## src/rtl/assert_macros.svh

```systemverilog
// Assertion macros for the decoder RTL.
`ifndef ASSERT_MACROS_SVH
`define ASSERT_MACROS_SVH

// Checks a property on every rising clock edge, skipped while reset is high.
`define ASSERT_CLK(label, prop, msg) \
  label: assert property (@(posedge clk) disable iff (rst) (prop)) else $error(msg);

// Checks a property on every rising clock edge, also during reset.
`define ASSERT_ALWAYS(label, prop, msg) \
  label: assert property (@(posedge clk) (prop)) else $error(msg);

`endif

```

## src/rtl/upd_pkg.sv

```systemverilog
// Types, character constants and helper functions for the URL percent decoder.
`timescale 1ns / 1ps
package upd_pkg;

  // Characters the decoder recognizes.
  localparam logic [7:0] CH_PERCENT = 8'h25;
  localparam logic [7:0] CH_PLUS    = 8'h2B;
  localparam logic [7:0] CH_SPACE   = 8'h20;
  localparam logic [7:0] CH_ZERO    = 8'h30;
  localparam logic [7:0] CH_LOWER_A = 8'h61;
  localparam logic [7:0] CH_UPPER_A = 8'h41;

  // Marks a character that is not a hex digit.
  localparam logic [4:0] HEX_NONE = 5'd16;

  // Escape tracking state.
  typedef enum logic [1:0] {
    PH_IDLE  = 2'd0,
    PH_PCT   = 2'd1,
    PH_DIGIT = 2'd2
  } phase_t;

  // Input item.
  typedef struct packed {
    logic [7:0] char_in;
    logic       is_terminator;
  } in_t;

  // Result item.
  typedef struct packed {
    logic [7:0] char_out;
    logic       end_of_string;
    logic       last_of_run;
  } out_t;

  // All results caused by one input, in order from chars[0].
  typedef struct packed {
    logic [2:0][7:0] chars;
    logic [1:0]      cnt;
    logic            eos;
  } desc_t;

  // Value of a hex digit, or HEX_NONE when the character is not one.
  function automatic logic [4:0] hex_value(input logic [7:0] c);
    logic [4:0] v;
    v = HEX_NONE;
    if (c >= CH_ZERO && c <= CH_ZERO + 8'd9) begin
      v = 5'(c - CH_ZERO);
    end else if (c >= CH_LOWER_A && c <= CH_LOWER_A + 8'd5) begin
      v = 5'(c - CH_LOWER_A + 8'd10);
    end else if (c >= CH_UPPER_A && c <= CH_UPPER_A + 8'd5) begin
      v = 5'(c - CH_UPPER_A + 8'd10);
    end
    return v;
  endfunction

  // Character emitted for an ordinary (non-percent) character.
  function automatic logic [7:0] plain_char(input logic [7:0] c, input logic p2s);
    return (c == CH_PLUS && p2s) ? CH_SPACE : c;
  endfunction

endpackage

```

## src/rtl/upd_front.sv

```systemverilog
// Front end: takes input characters, tracks escapes and builds result runs.
`timescale 1ns / 1ps
module upd_front (
  input  logic           clk,
  input  logic           rst,
  input  logic           plus_to_space,
  input  upd_pkg::in_t   item,
  input  logic           accept,
  output upd_pkg::desc_t desc,
  output logic           push
);
  import upd_pkg::*;

  phase_t     phase;
  phase_t     phase_next;
  logic [7:0] held_digit;
  logic [7:0] held_digit_next;

  logic [7:0] c;
  logic [4:0] hi_val;
  logic [4:0] lo_val;
  logic [7:0] byte_val;
  logic       tail_pct;
  logic [7:0] tail_char;

  assign c         = item.char_in;
  assign hi_val    = hex_value(held_digit);
  assign lo_val    = hex_value(c);
  assign byte_val  = {hi_val[3:0], lo_val[3:0]};
  assign tail_pct  = (c == CH_PERCENT);
  assign tail_char = plain_char(c, plus_to_space);

  // State register, updated only on a transfer.
  always_ff @(posedge clk) begin
    if (rst) begin
      phase      <= PH_IDLE;
      held_digit <= 8'd0;
    end else if (accept) begin
      phase      <= phase_next;
      held_digit <= held_digit_next;
    end
  end

  // Next state and the run of results for the current character.
  always_comb begin
    phase_next      = phase;
    held_digit_next = held_digit;
    desc            = '0;
    if (item.is_terminator) begin
      // Flush the pending escape literally, then the end marker.
      unique case (phase)
        PH_PCT: begin
          desc.chars[0] = CH_PERCENT;
          desc.cnt      = 2'd2;
        end
        PH_DIGIT: begin
          desc.chars[0] = CH_PERCENT;
          desc.chars[1] = held_digit;
          desc.cnt      = 2'd3;
        end
        default: begin
          desc.cnt = 2'd1;
        end
      endcase
      desc.eos        = 1'b1;
      phase_next      = PH_IDLE;
      held_digit_next = 8'd0;
    end else begin
      unique case (phase)
        PH_PCT: begin
          if (lo_val != HEX_NONE) begin
            held_digit_next = c;
            phase_next      = PH_DIGIT;
          end else begin
            // Malformed escape: literal percent, then this character from idle.
            desc.chars[0] = CH_PERCENT;
            if (tail_pct) begin
              desc.cnt   = 2'd1;
              phase_next = PH_PCT;
            end else begin
              desc.chars[1] = tail_char;
              desc.cnt      = 2'd2;
              phase_next    = PH_IDLE;
            end
          end
        end
        PH_DIGIT: begin
          if (lo_val != HEX_NONE && hi_val != HEX_NONE && byte_val != 8'd0) begin
            desc.chars[0] = byte_val;
            desc.cnt      = 2'd1;
            phase_next    = PH_IDLE;
          end else begin
            // Bad second digit or an escaped zero: emit both held characters.
            desc.chars[0] = CH_PERCENT;
            desc.chars[1] = held_digit;
            if (tail_pct) begin
              desc.cnt   = 2'd2;
              phase_next = PH_PCT;
            end else begin
              desc.chars[2] = tail_char;
              desc.cnt      = 2'd3;
              phase_next    = PH_IDLE;
            end
          end
        end
        default: begin
          if (tail_pct) begin
            phase_next = PH_PCT;
          end else begin
            desc.chars[0] = tail_char;
            desc.cnt      = 2'd1;
            phase_next    = PH_IDLE;
          end
        end
      endcase
    end
  end

  assign push = accept && (desc.cnt != 2'd0);

endmodule

```

## src/rtl/upd_fifo.sv

```systemverilog
// Short queue of result runs between the front end and the output side.
`timescale 1ns / 1ps
module upd_fifo #(
  parameter int DEPTH = 4
) (
  input  logic           clk,
  input  logic           rst,
  input  logic           push,
  input  upd_pkg::desc_t wr_data,
  input  logic           pop,
  output upd_pkg::desc_t rd_data,
  output logic           full,
  output logic           empty
);
  import upd_pkg::*;
`include "assert_macros.svh"

  localparam int PTR_W = (DEPTH > 1) ? $clog2(DEPTH) : 1;
  localparam int CNT_W = $clog2(DEPTH + 1);

  desc_t             entries [DEPTH];
  logic [PTR_W-1:0]  wr_ptr;
  logic [PTR_W-1:0]  rd_ptr;
  logic [CNT_W-1:0]  count;

  assign full    = (count == CNT_W'(DEPTH));
  assign empty   = (count == '0);
  assign rd_data = entries[rd_ptr];

  // Entry storage.
  always_ff @(posedge clk) begin
    if (push) begin
      entries[wr_ptr] <= wr_data;
    end
  end

  // Pointers and fill count.
  always_ff @(posedge clk) begin
    if (rst) begin
      wr_ptr <= '0;
      rd_ptr <= '0;
      count  <= '0;
    end else begin
      if (push) begin
        wr_ptr <= (wr_ptr == PTR_W'(DEPTH - 1)) ? '0 : wr_ptr + 1'b1;
      end
      if (pop) begin
        rd_ptr <= (rd_ptr == PTR_W'(DEPTH - 1)) ? '0 : rd_ptr + 1'b1;
      end
      if (push && !pop) begin
        count <= count + 1'b1;
      end else if (pop && !push) begin
        count <= count - 1'b1;
      end
    end
  end

  `ASSERT_CLK(a_no_push_full, !(push && full), "push into a full queue")
  `ASSERT_CLK(a_no_pop_empty, !(pop && empty), "pop from an empty queue")
  `ASSERT_CLK(a_count_up, (push && !pop) |=> (count == $past(count) + 1'b1), "count did not rise")
  `ASSERT_CLK(a_count_range, count <= CNT_W'(DEPTH), "count beyond depth")

endmodule

```

## src/rtl/upd_back.sv

```systemverilog
// Output side: walks each queued run and presents one result per cycle while out_ready is high.
`timescale 1ns / 1ps
module upd_back (
  input  logic           clk,
  input  logic           rst,
  input  upd_pkg::desc_t head,
  input  logic           head_valid,
  output logic           pop,
  output logic           out_valid,
  input  logic           out_ready,
  output upd_pkg::out_t  out_data
);
  import upd_pkg::*;

  logic [1:0] idx;
  logic       load;
  logic       last_here;

  // A new result enters the output register when it is empty or being taken.
  assign load      = head_valid && (!out_valid || out_ready);
  assign last_here = (idx == 2'(head.cnt - 2'd1));
  assign pop       = load && last_here;

  // Control: output valid and position within the current run.
  always_ff @(posedge clk) begin
    if (rst) begin
      out_valid <= 1'b0;
      idx       <= 2'd0;
    end else if (load) begin
      out_valid <= 1'b1;
      idx       <= last_here ? 2'd0 : idx + 2'd1;
    end else if (out_ready) begin
      out_valid <= 1'b0;
    end
  end

  // Output payload register.
  always_ff @(posedge clk) begin
    if (load) begin
      out_data.char_out      <= head.chars[idx];
      out_data.end_of_string <= head.eos && last_here;
      out_data.last_of_run   <= last_here;
    end
  end

endmodule

```

## src/rtl/url_percent_decoder.sv

```systemverilog
// Top level of the streaming URL percent decoder.
`timescale 1ns / 1ps
// The decoder accepts one character per cycle while its run queue has room and
// delivers one result per cycle from a registered output while out_ready is
// high. Each input is turned at once into a run of zero to three results (a
// decoded byte, literal flushes of a broken escape, or the end marker), which
// waits in a FIFO_DEPTH-entry queue; an input with a run of n results therefore
// holds the output side for n results, and the input side stalls only when that
// queue is full. The plus_to_space register resets to 1.
module url_percent_decoder #(
  parameter int FIFO_DEPTH = 4
) (
  input  logic          clk,
  input  logic          rst,
  input  logic          in_valid,
  output logic          in_ready,
  input  upd_pkg::in_t  in_data,
  output logic          out_valid,
  input  logic          out_ready,
  output upd_pkg::out_t out_data,
  input  logic          cfg_we,
  input  logic          cfg_wdata
);
  import upd_pkg::*;

  logic  plus_to_space;
  logic  accept;
  logic  push;
  logic  pop;
  logic  full;
  logic  empty;
  desc_t push_desc;
  desc_t head_desc;

  // Mode register.
  always_ff @(posedge clk) begin
    if (rst) begin
      plus_to_space <= 1'b1;
    end else if (cfg_we) begin
      plus_to_space <= cfg_wdata;
    end
  end

  assign in_ready = !full;
  assign accept   = in_valid && in_ready;

  upd_front u_front (
    .clk           (clk),
    .rst           (rst),
    .plus_to_space (plus_to_space),
    .item          (in_data),
    .accept        (accept),
    .desc          (push_desc),
    .push          (push)
  );

  upd_fifo #(
    .DEPTH (FIFO_DEPTH)
  ) u_fifo (
    .clk     (clk),
    .rst     (rst),
    .push    (push),
    .wr_data (push_desc),
    .pop     (pop),
    .rd_data (head_desc),
    .full    (full),
    .empty   (empty)
  );

  upd_back u_back (
    .clk        (clk),
    .rst        (rst),
    .head       (head_desc),
    .head_valid (!empty),
    .pop        (pop),
    .out_valid  (out_valid),
    .out_ready  (out_ready),
    .out_data   (out_data)
  );

endmodule

```

## config.mk

```make
export PLATFORM = sky130hd
export DESIGN_NAME = url_percent_decoder
export DESIGN_NICKNAME = d
export VERILOG_FILES = /design/src/rtl/upd_pkg.sv /design/src/rtl/upd_front.sv /design/src/rtl/upd_fifo.sv /design/src/rtl/upd_back.sv /design/src/rtl/url_percent_decoder.sv
export VERILOG_INCLUDE_DIRS = /design/src /design/src/rtl
export SDC_FILE = /design/constraint.sdc
export NUM_CORES = 1
export LEC_CHECK = 0
export ABC_AREA = 1
export BUFFER_PORTS_ARGS = -buffer_cell sky130_fd_sc_hd__buf_2
export CAP_MARGIN = 20
export CORE_ASPECT_RATIO = 0.9
export CORE_MARGIN = 1
export CORE_UTILIZATION = 66
export CTS_CLUSTER_SIZE = 12
export DETAILED_ROUTE_END_ITERATION = 16
export GPL_ROUTABILITY_DRIVEN = 0
export PLACE_DENSITY = 0.92
export SYNTH_ARGS = -nofsm -noshare
export SYNTH_HDL_FRONTEND = slang
export SYNTH_HIERARCHICAL = 1
export SYNTH_SLANG_ARGS = --single-unit
```

## constraint.sdc

```tcl
create_clock -name clk -period 4.17 [get_ports clk]
set_input_delay 0.2085 -clock clk [delete_from_list [all_inputs] [get_ports clk]]
set_output_delay 0.2085 -clock clk [all_outputs]
set_load 0.02 [all_outputs]
```

# Word-level counts from Yosys, hierarchy flattened
# Memories as Yosys holds them, arrays and structs flattened. A register that Yosys moved wholly into a read port is not among the register bits.
# Index checks and enable logic that the tools add are counted.
# op_classes
mux,44
n_bitwise,0
n_mul,0
div,0
order_cmp,13
eq_ne,10
n_reduce_logical,31
add_sub_neg,16
shifts,0
# op_table
operator,count
8-bit 2-to-1 mux,9
18-bit 2-to-1 mux,2
"8-bit by 7-bit >= comparator with 1-bit output, second input constant",4
"8-bit by 7-bit less-or-equal comparator with 1-bit output, second input constant",4
5-bit 2-to-1 mux,6
"5-bit by 4-bit adder with 5-bit output, second input constant",4
10-bit 2-to-1 mux,2
10-bit case mux with 2 select lines,1
"5-bit by 1-bit subtractor with 5-bit output, second input constant",4
8-bit binary-select mux with 2-bit select,1
"8-bit by 6-bit equality test with 1-bit output, second input constant",2
"8-bit by 6-bit >= comparator with 1-bit output, second input constant",2
"8-bit by 6-bit less-or-equal comparator with 1-bit output, second input constant",2
1-bit logical AND,16
16-bit 2-to-1 mux,1
2-bit 2-to-1 mux,8
8-bit case mux with 2 select lines,1
"5-bit inequality test, second input constant",2
2-bit nonzero test,5
"5-bit subtractor, second input constant",2
1-bit 2-to-1 mux,8
2-bit case mux with 2 select lines,2
8-bit nonzero test,1
"2-bit by 1-bit adder with 2-bit output, second input constant",3
15 further kinds,22
# totals
ff_bits,31
mem_count,1
rom_bits,0
wordCells,126
latchBits,0
mem_bits_rw,108
in_bits,15
# mem_list
name,words,width,rd,rd_ports_with_merged_regs,write_ports,line_no,source
u_fifo.entries,4,27,1,1,1,upd_fifo.sv:21,desc_t entries [DEPTH];

# Depth between registers and ports, before layout
# Gate-level depths: netlist (run 1).
# depth
word_depth,17
depth_mapped,25

# By module
# The synthesis (run 1) kept the hierarchy.
# modules_own_cells
mod,n_inst,seq_area_each_um2,cells_per_inst,area_per_inst_um2
upd_fifo,1,3423.3,320,4510.6
upd_front,1,200.2,257,1492.7
upd_back,1,360.3,79,700.7
url_percent_decoder,1,20.0,10,62.6

# Worst setup path before layout (run 1)
# No wires, ideal clock.
# synth_path
path_kind,reg2reg
from,reg u_front.held_digit[0]
to,reg u_fifo.count[2]
setup_ns,0.110
stages_incl_launch_ff,25
arrival_time_ns,2.753
path_slack_ns,1.307
period_less_slack_ns,2.863
required_ns,4.060
cell_sequence,dfxtp_1 inv_1 ha_1 nand2_1 nand3_2 nand2_4 inv_2 nand2_1 o21ai_1 nor2_1 nand2_1 nand2_2 nand3_4 nand2_1 nand2_1 a21oi_1 ha_1 inv_1 fa_1 inv_1 nand2_1 nand3_1 nand2_1 inv_1 nor2_1
# synth_via
elab_chain_cells,16
elab_cells_between_ends,31
cone_classes,5 x add/sub; 6 x order compare; 1 x eq/ne; 7 x mux; 12 x reduce/logical
# synth_rtl
element,line_no,source
"start, declared",upd_front.sv:16,logic [7:0] held_digit;
"start signal, assigned",upd_front.sv:40,held_digit <= held_digit_next;
"5-bit by 1-bit subtractor with 5-bit output, or another cell as far along","upd_pkg.sv:50, upd_pkg.sv:52",
5-bit by 4-bit adder with 5-bit output / 1-bit logical AND (equally long branches),"upd_pkg.sv:50, upd_pkg.sv:52, upd_pkg.sv:51",
5-bit 2-to-1 mux,upd_pkg.sv:51,end else if (c >= CH_UPPER_A && c <= CH_UPPER_A + 8'd5) begin
5-bit 2-to-1 mux,upd_pkg.sv:49,end else if (c >= CH_LOWER_A && c <= CH_LOWER_A + 8'd5) begin
5-bit 2-to-1 mux *,upd_pkg.sv:47,if (c >= CH_ZERO && c <= CH_ZERO + 8'd9) begin
5-bit inequality test,upd_front.sv:88,if (lo_val != HEX_NONE && hi_val != HEX_NONE && byte_val != 8'd0) begin
1-bit logical AND,upd_front.sv:88,
1-bit logical AND *,upd_front.sv:88,
10-bit 2-to-1 mux *,upd_front.sv:88,
10-bit case mux with 2 select lines *,upd_front.sv:69,unique case (phase)
18-bit 2-to-1 mux *,upd_front.sv:49,if (item.is_terminator) begin
2-bit nonzero test *,upd_front.sv:119,assign push = accept && (desc.cnt != 2'd0);
1-bit logical AND *,upd_front.sv:119,
net push,url_percent_decoder.sv:28,logic push;
1-bit logical NOT,upd_fifo.sv:52,end else if (pop && !push) begin
1-bit logical AND,upd_fifo.sv:52,
2-bit nonzero test (no source line),--,
"end signal, assigned",upd_fifo.sv:51,count <= count + 1'b1;
"end signal, assigned",upd_fifo.sv:53,count <= count - 1'b1;
"end, declared",upd_fifo.sv:24,logic [CNT_W-1:0] count;
# Mark *: on every way through the listed nets, which the timed path passes. The rest lies on a longest branch.
# A chain may end at the register's enable or synchronous reset.

# Worst setup path in the final report (run 1)
# layout_path
from,reg u_front.held_digit[0]
to,reg u_fifo.count[1]
# The elaborated chain is that of the path after synthesis.

==> results.cfg, run 1 <==
[sta]
finalMaxSlewViolations = 0
rsz0062_at_grt = no
setup_slack_ns = 0.567
skew_ns = 0.0135
setup_viol = 0
fmax_mhz = 278
whs_ns = 0.0232
hold_viol_final = 0
worst_pin_slew_ns = 0.825
finalSetupTns_ns = 0
relSlewSlack_pct = 45.0
period_share_pct = 86.4
period_minus_slack_ns = 3.60

[detailed_routing]
drt_iter0_drc = 632
drt.antenna.violating_nets = 0
drc_errors = 0
viasPerCell = 6.46
via_count = 5359
wl_met1_mm = 6.09
wl_met2_mm = 8.31
dr_wl_met3_mm = 1.92
routed_wl_mm = 16.8
dr.pass1.iters = 6
wl_per_cell_um = 20.3
dr.max_layer_used = met4

[placement]
place_area_sq_um = 6870
post-place-ws_ns = 0.852
hpwl_mm = 9.88
portBuffers = 26

[setup_path]
endpoint_kind = flop
crit_path_frequent_cell = nand2_1
cp.required_ns = 4.49
cp.arrival_ns = 3.92
cp_slowest_stage_delay_ns = 0.48
crit_chain = inv_1 > ha_1 > nand2_1 > nand3_2 > nand2_4 > inv_2 > nand2_1 > o21ai_1 > nor2_1 > nand2_1 > nand2_2 > nand3_4 > nand2_1 > nand2_1 > a21oi_1 > ha_1 > inv_1 > fa_1 > o21ai_0 > nor2_1
criticalPathCategory = flop to flop
setup.worst_path.start_class = flop
crit_slowest_cell = dfxtp_1
worstPathMaxFanout = 9

[power]
ir_drop_v = 0.000545
p_clk_share_pct = 32.1
comb_power_share_pct = 28.1
totalPowerFinal_mw = 4.72
p_switching_mw = 1.70
pwr-share-seq_pct = 39.9
powerDensity_nw_per_um2 = 632
internal-power_mw = 3.02
p_leak_nw = 2.92
swShare_pct = 36.1

[logic_synthesis]
synth-seq-cells = 141
syn_area_per_cell_sq_um = 10.2
ys_async_sr_fraction_pct = 0
synthTopCellsByCount = 118 x edfxtp_1, 97 x nand2_1, 93 x nor2_1, 63 x o21ai_0, 59 x inv_1
synth_cells = 666
ys_warn_count = 6
synth_top_cell_by_area = edfxtp_1
synth_edf_count = 118
yosys.area.top_type_share_pct = 52.4
synth-main-ff-cell = edfxtp_1
syn_area_sq_um = 6770
ys_seq_area_share_pct = 59.2
synth_top_cells_by_area = edfxtp_1 52%, dfxtp_1 6.8%, nand2_1 5.4%
synth_most_common_cell = edfxtp_1
synth_fp_nets = 697
synth_cell_types = 38

[cts]
clockBufferDepth = 2
cts_max_level = 4
cts.sinks = 141
numCtsBuffers = 17
insertion_delay_ns = 0.44
clock_tree.root_cell = clkbuf_16
cts_hold_buf = 1
cts_resized = 0
cts.clk_slew.worst_paths_ns = 0.06
post_cts_buffers = 0
cts_tree = yes

[global_route]
grt_pass1_wl_mm = 26.1
grt_pass1_vias = 5120
grt_start_max_net_pins = 55
grt-ovfl-total = 0
antenna_found_initial = 0
grtUsageTotal_pct = 33.8

[cells_and_area]
insertedDiodeCount = 0
fillers = 581
nets = 721
drive_gt1_share_pct = 15.2
design_area_sq_um = 7470
syn_to_final_growth_pct = 10.4

[die]
io_pins = 27
num_rows = 34
die_h_um = 98.1
dieArea_sq_um = 10700
die_w_um = 109
coreArea_sq_um = 9830
initial_utilization_pct = 68.9

[outcome]
status = complete, no violations

[min_path]
hold_path.class = input port to flop

[job]
drv_cap = 0
## cells by family (layout without fill, tap and decap cells)
| kind of cell | Yosys count | after routing | synth area share (%) |
|---|---|---|---|
| AO/OA/AOI/OAI | 151 | 151 | 12.3 |
| XOR/XNOR | 2 | 2 | 0.259 |
| adder cells (fa/ha/maj) | 16 | 16 | 3.07 |
| buffers and inverters | 95 | 132 | 7.32 |
| flip-flops | 141 | 141 | 59.2 |
| AND/OR/NAND/NOR | 261 | 261 | 17.9 |
## critical path, delay by kind of cell, from the launching register on
| family | cells | cell delay (ns) |
|---|---|---|
| simple gates | 11 | 1.12 |
| buf+inv | 3 | 0.22 |
| fa+ha+maj | 3 | 0.95 |
| flops | 1 | 0.48 |
| compound gates | 3 | 0.72 |
## sequential cells by signal, summed over array words and instances (netlist names), 2 cells and up, named ones only
signal,cells
u_back/idx,2
u_back/out_data,10
u_fifo/count,3
u_fifo/entries,108
u_fifo/rd_ptr,2
u_fifo/wr_ptr,2
u_front/held_digit,8
u_front/phase,2
## layout make-up
class,instances,area [sq um],area share (%)
well taps,126,158,2.11
repair buffers,34,193,2.58
clock buffers,18,429,5.74
inverters,66,260,3.48
clock inverters,14,160,2.14
multi-input cells,430,2270,30.3
flip-flops and latches,141,4000,53.6
## per-stage QoR
stage | instances | util, %
finish | 829 | 76.0
global route | 829 | 76.0
CTS | 829 | 76.0
detailed placement | 796 | 69.9
global placement | 796 | 69.9
floorplan | 666 | -
## final timing paths
check	from	to	slack, ns	depth (start not counted)
max	u_front/held_digit[0]	u_fifo/count[1]	0.57	20
min	cfg_we	plus_to_space	0.02	3
max reg2reg	u_front/held_digit[0]	u_fifo/count[1]	0.57	20
min reg2reg	plus_to_space	plus_to_space	0.49	2
## placed cells by master (no fill, tap or decap), types with 2 or more instances in the layout
cell type and n:
o21ai_0 63, nand4_1 4, nor2_2 3, nand3_1 29
clkbuf_16 17, nor2_4 2, inv_6 4, nor2_1 93
inv_2 5, clkinvlp_4 3, inv_8 2, edfxtp_1 118
dfxtp_1 23, nand2_4 5, nor3_1 7, xor2_1 2
buf_4 7, o21ai_2 3, a22oi_2 2, nand3_2 9
ha_1 15, bufinv_16 2, o21ai_1 29, o22ai_1 31
buf_2 26, nand2_2 9, nand2_1 97, clkinv_4 4
a21oi_1 19, inv_1 59
## metal layers
layer / global-route usage (%) / up-vias
met5: 0 / -
li1: - / 2355
met4: 18.7 / 0
met2: 54.0 / 441
met1: 42.3 / 2498
met3: 8.01 / 65
## power groups by stage
| stage | sequential, mW | clock [mW] | combinational, mW |
|---|---|---|---|
| 5_1_grt | 1.90 | 1.57 | 1.42 |
| 3_5_place_dp | 1.90 | 0 | 1.23 |
| 6_report | 1.88 | 1.51 | 1.32 |
| 2_1_floorplan | 1.90 | 0 | 0.937 |
| 3_3_place_gp | 1.89 | 0 | 1.14 |
| 4_1_cts | 1.88 | 1.52 | 1.29 |
Note: power is estimated with default switching activity, not from simulation.
==> run 2, diff against run 1 <==
--- a/config.mk
+++ b/config.mk
@@ -11,11 +11,12 @@
 export CAP_MARGIN = 20
 export CORE_ASPECT_RATIO = 0.9
 export CORE_MARGIN = 1
-export CORE_UTILIZATION = 66
+export CORE_UTILIZATION = 68
+export CTS_BUF_LIST = sky130_fd_sc_hd__clkbuf_4 sky130_fd_sc_hd__clkbuf_8
 export CTS_CLUSTER_SIZE = 12
 export DETAILED_ROUTE_END_ITERATION = 16
 export GPL_ROUTABILITY_DRIVEN = 0
-export PLACE_DENSITY = 0.92
+export PLACE_DENSITY = 0.95
 export SYNTH_ARGS = -nofsm -noshare
 export SYNTH_HDL_FRONTEND = slang
 export SYNTH_HIERARCHICAL = 1
==> constraint.sdc (replaced) <==
create_clock -name clk -period 4.3 [get_ports clk]
set_input_delay 0.215 -clock clk [delete_from_list [all_inputs] [get_ports clk]]
set_output_delay 0.215 -clock clk [all_outputs]
set_load 0.02 [all_outputs]
==> run 2 against run 1 <==
Sequential share of layout area is 0.82 points higher. Combinational power hardly changed. Worst hold slack better by 0.019 ns. Setup slack better by 0.20 ns. First-iteration DRC count is 7.6% higher. Power is 8.2% lower. Highest routed layer unchanged. Critical path depth is 3 lower. Utilization is 0.17 points higher. Final area is 1.5% lower. Largest power group unchanged.
==> results.cfg, run 2 (synthesis gave the netlist of run 1 again) <==
[outcome]
status = complete, no violations

[setup_path]
setup.worst_path.start_class = flop
endpoint_kind = flop
r2r_start = u_front/phase[0]
crit_buf_inv = 5
cp.required_ns = 4.65
crit_slowest_cell = nor2_1
reg2reg_slack_ns = 0.77
crit_path_frequent_cell = inv_1
cp.arrival_ns = 3.88
crit_chain = inv_1 > ha_1 > nor2_1 > inv_1 > o21ai_0 > nand2_1 > o21a_1 > a21oi_1 > ha_1 > inv_1 > fa_1 > inv_1 > nand2_1 > nand3_1 > nand2_1 > inv_1 > nor2_1
criticalPathCategory = flop to flop
r2r_end = u_fifo/count[2]
r2r_cells = 17
path_delay_family = adder cells
cp_slowest_stage_delay_ns = 0.55
worstPathMaxFanout = 12

[cts]
cts_max_level = 4
cts.sinks = 141
clock_tree.root_cell = clkbuf_8
clockBufferDepth = 2
post_cts_buffers = 0
numCtsBuffers = 17
cts_tree = yes
insertion_delay_ns = 0.44
cts.clk_slew.worst_paths_ns = 0.08

[cells_and_area]
seq_area_sq_um = 4000
largest_reg_flops = 108
insertedDiodeCount = 0
nets = 722
drive_gt1_share_pct = 15.2
layout_commonest_cell = edfxtp_1
final_cell_mix = 118 x edfxtp_1, 97 x nand2_1, 93 x nor2_1
reg_top3 = u_fifo/entries: 108 flops, u_back/out_data: 10 flops, u_front/held_digit: 8 flops
syn_to_final_growth_pct = 8.75
fillers = 543
multi_input_area_sq_um = 2270
largest-register = u_fifo/entries

[sta]
finalSetupTns_ns = 0
relSlewSlack_pct = 42.1
period_share_pct = 82.1
period_minus_slack_ns = 3.53
setup_viol = 0
fmax_mhz = 283
finalMaxSlewViolations = 0
skew_ns = 0.0121
worst_pin_slew_ns = 0.869
hold_viol_final = 0
setup_slack_ns = 0.769
rsz0062_at_grt = no

[die]
die_w_um = 107
die_h_um = 96.6
initial_utilization_pct = 70.1
io_pins = 27
coreArea_sq_um = 9660
num_rows = 34
dieArea_sq_um = 10400

[min_path]
hold_path.class = input port to flop
hold_start = cfg_we
holdPathEnd = plus_to_space
min_path_cells = 4

[placement]
portBuffers = 26
hpwl_mm = 9.91
post-place-ws_ns = 0.873

[global_route]
grt-ovfl-total = 0
grt_start_max_net_pins = 55
antenna_found_initial = 0
grtUsageTotal_pct = 32.8
grt_pass1_vias = 5158
grt_pass1_wl_mm = 25.5

[detailed_routing]
via_count = 5272
wl_per_cell_um = 19.4
drt_iter0_drc = 680
dr.pass1.iters = 5
routed_wl_mm = 16.1
drc_errors = 0
drt.antenna.violating_nets = 0
viasPerCell = 6.36

[power]
powerDensity_nw_per_um2 = 589
p_leak_nw = 2.87
ir_drop_v = 0.000366

[job]
drv_cap = 0
[run 2: through the flow]
| step | instance area, sq um | util, % | std cells | hold WS, ns | power (mW) |
|---|---|---|---|---|---|
| 2_1_floorplan | 6770 | - | 666 | 0.284 | 2.75 |
| 3_3_place_gp | 6870 | 71.2 | 796 | 0.427 | 2.94 |
| 3_5_place_dp | 6870 | 71.2 | 796 | 0.441 | 3.04 |
| 4_1_cts | 7360 | 76.2 | 829 | 0.0203 | 4.31 |
| 5_1_grt | 7360 | 76.2 | 829 | 0.0353 | 4.52 |
| 6_report | 7360 | 76.2 | 829 | 0.0425 | 4.33 |
[run 2: worst max-delay path by stage]
| stage | from | endpoint | slack, ns | cells past startpoint |
|---|---|---|---|---|
| finish | u_front/phase[0] | u_fifo/count[2] | 0.77 | 17 |
| global placement | u_front/phase[0] | u_fifo/count[2] | 1.10 | 17 |
| CTS | u_front/phase[0] | u_fifo/count[1] | 0.86 | 13 |
| detailed placement | u_front/phase[0] | u_fifo/count[1] | 0.87 | 13 |
| floorplan | u_front/held_digit[0] | u_fifo/count[2] | 1.44 | 24 |
| global route | u_front/phase[0] | u_fifo/count[1] | 0.47 | 13 |
[run 2: area by class of cell]
class / count / area share (%)
sequential: 141 / 54.4
multi-input combinational: 430 / 30.8
clock buffer: 17 / 3.18
timing repair buffer: 35 / 2.75
tap: 126 / 2.14
inverter: 66 / 3.54
clock inverter: 14 / 3.16
[run 2: worst reg2reg max path, stage by stage, from the launching register on]
cell     delay (ns)
dfxtp_1        0.40
inv_1          0.08
ha_1           0.40
nor2_1         0.55
inv_1          0.25
o21ai_0        0.14
nand2_1        0.09
o21a_1         0.12
a21oi_1        0.36
ha_1           0.25
inv_1          0.07
fa_1           0.38
inv_1          0.07
nand2_1        0.06
nand3_1        0.07
nand2_1        0.05
inv_1          0.04
nor2_1         0.03
[run 2: per-layer routing]
metal	track usage [%]	wire, um	vias up
li1	-	-	2352
met1	41.1	5830	2423
met3	8.22	1800	64
met5	0	0	-
met4	14.0	437	0
met2	54.3	8020	433
[run 2: power breakdown]
part	switching (mW)	leakage, nW	internal [mW]	total, mW
clock	0.538	0.237	0.705	1.24
combinational	0.927	1.33	0.368	1.29
sequential	0.101	1.31	1.69	1.79
[run 2: repair_timing]
action,in CTS,in global routing
gates resized for setup,0,0
endpoints found under the setup margin,0,0
hold buffers,2,0
hold endpoints to repair,1,0
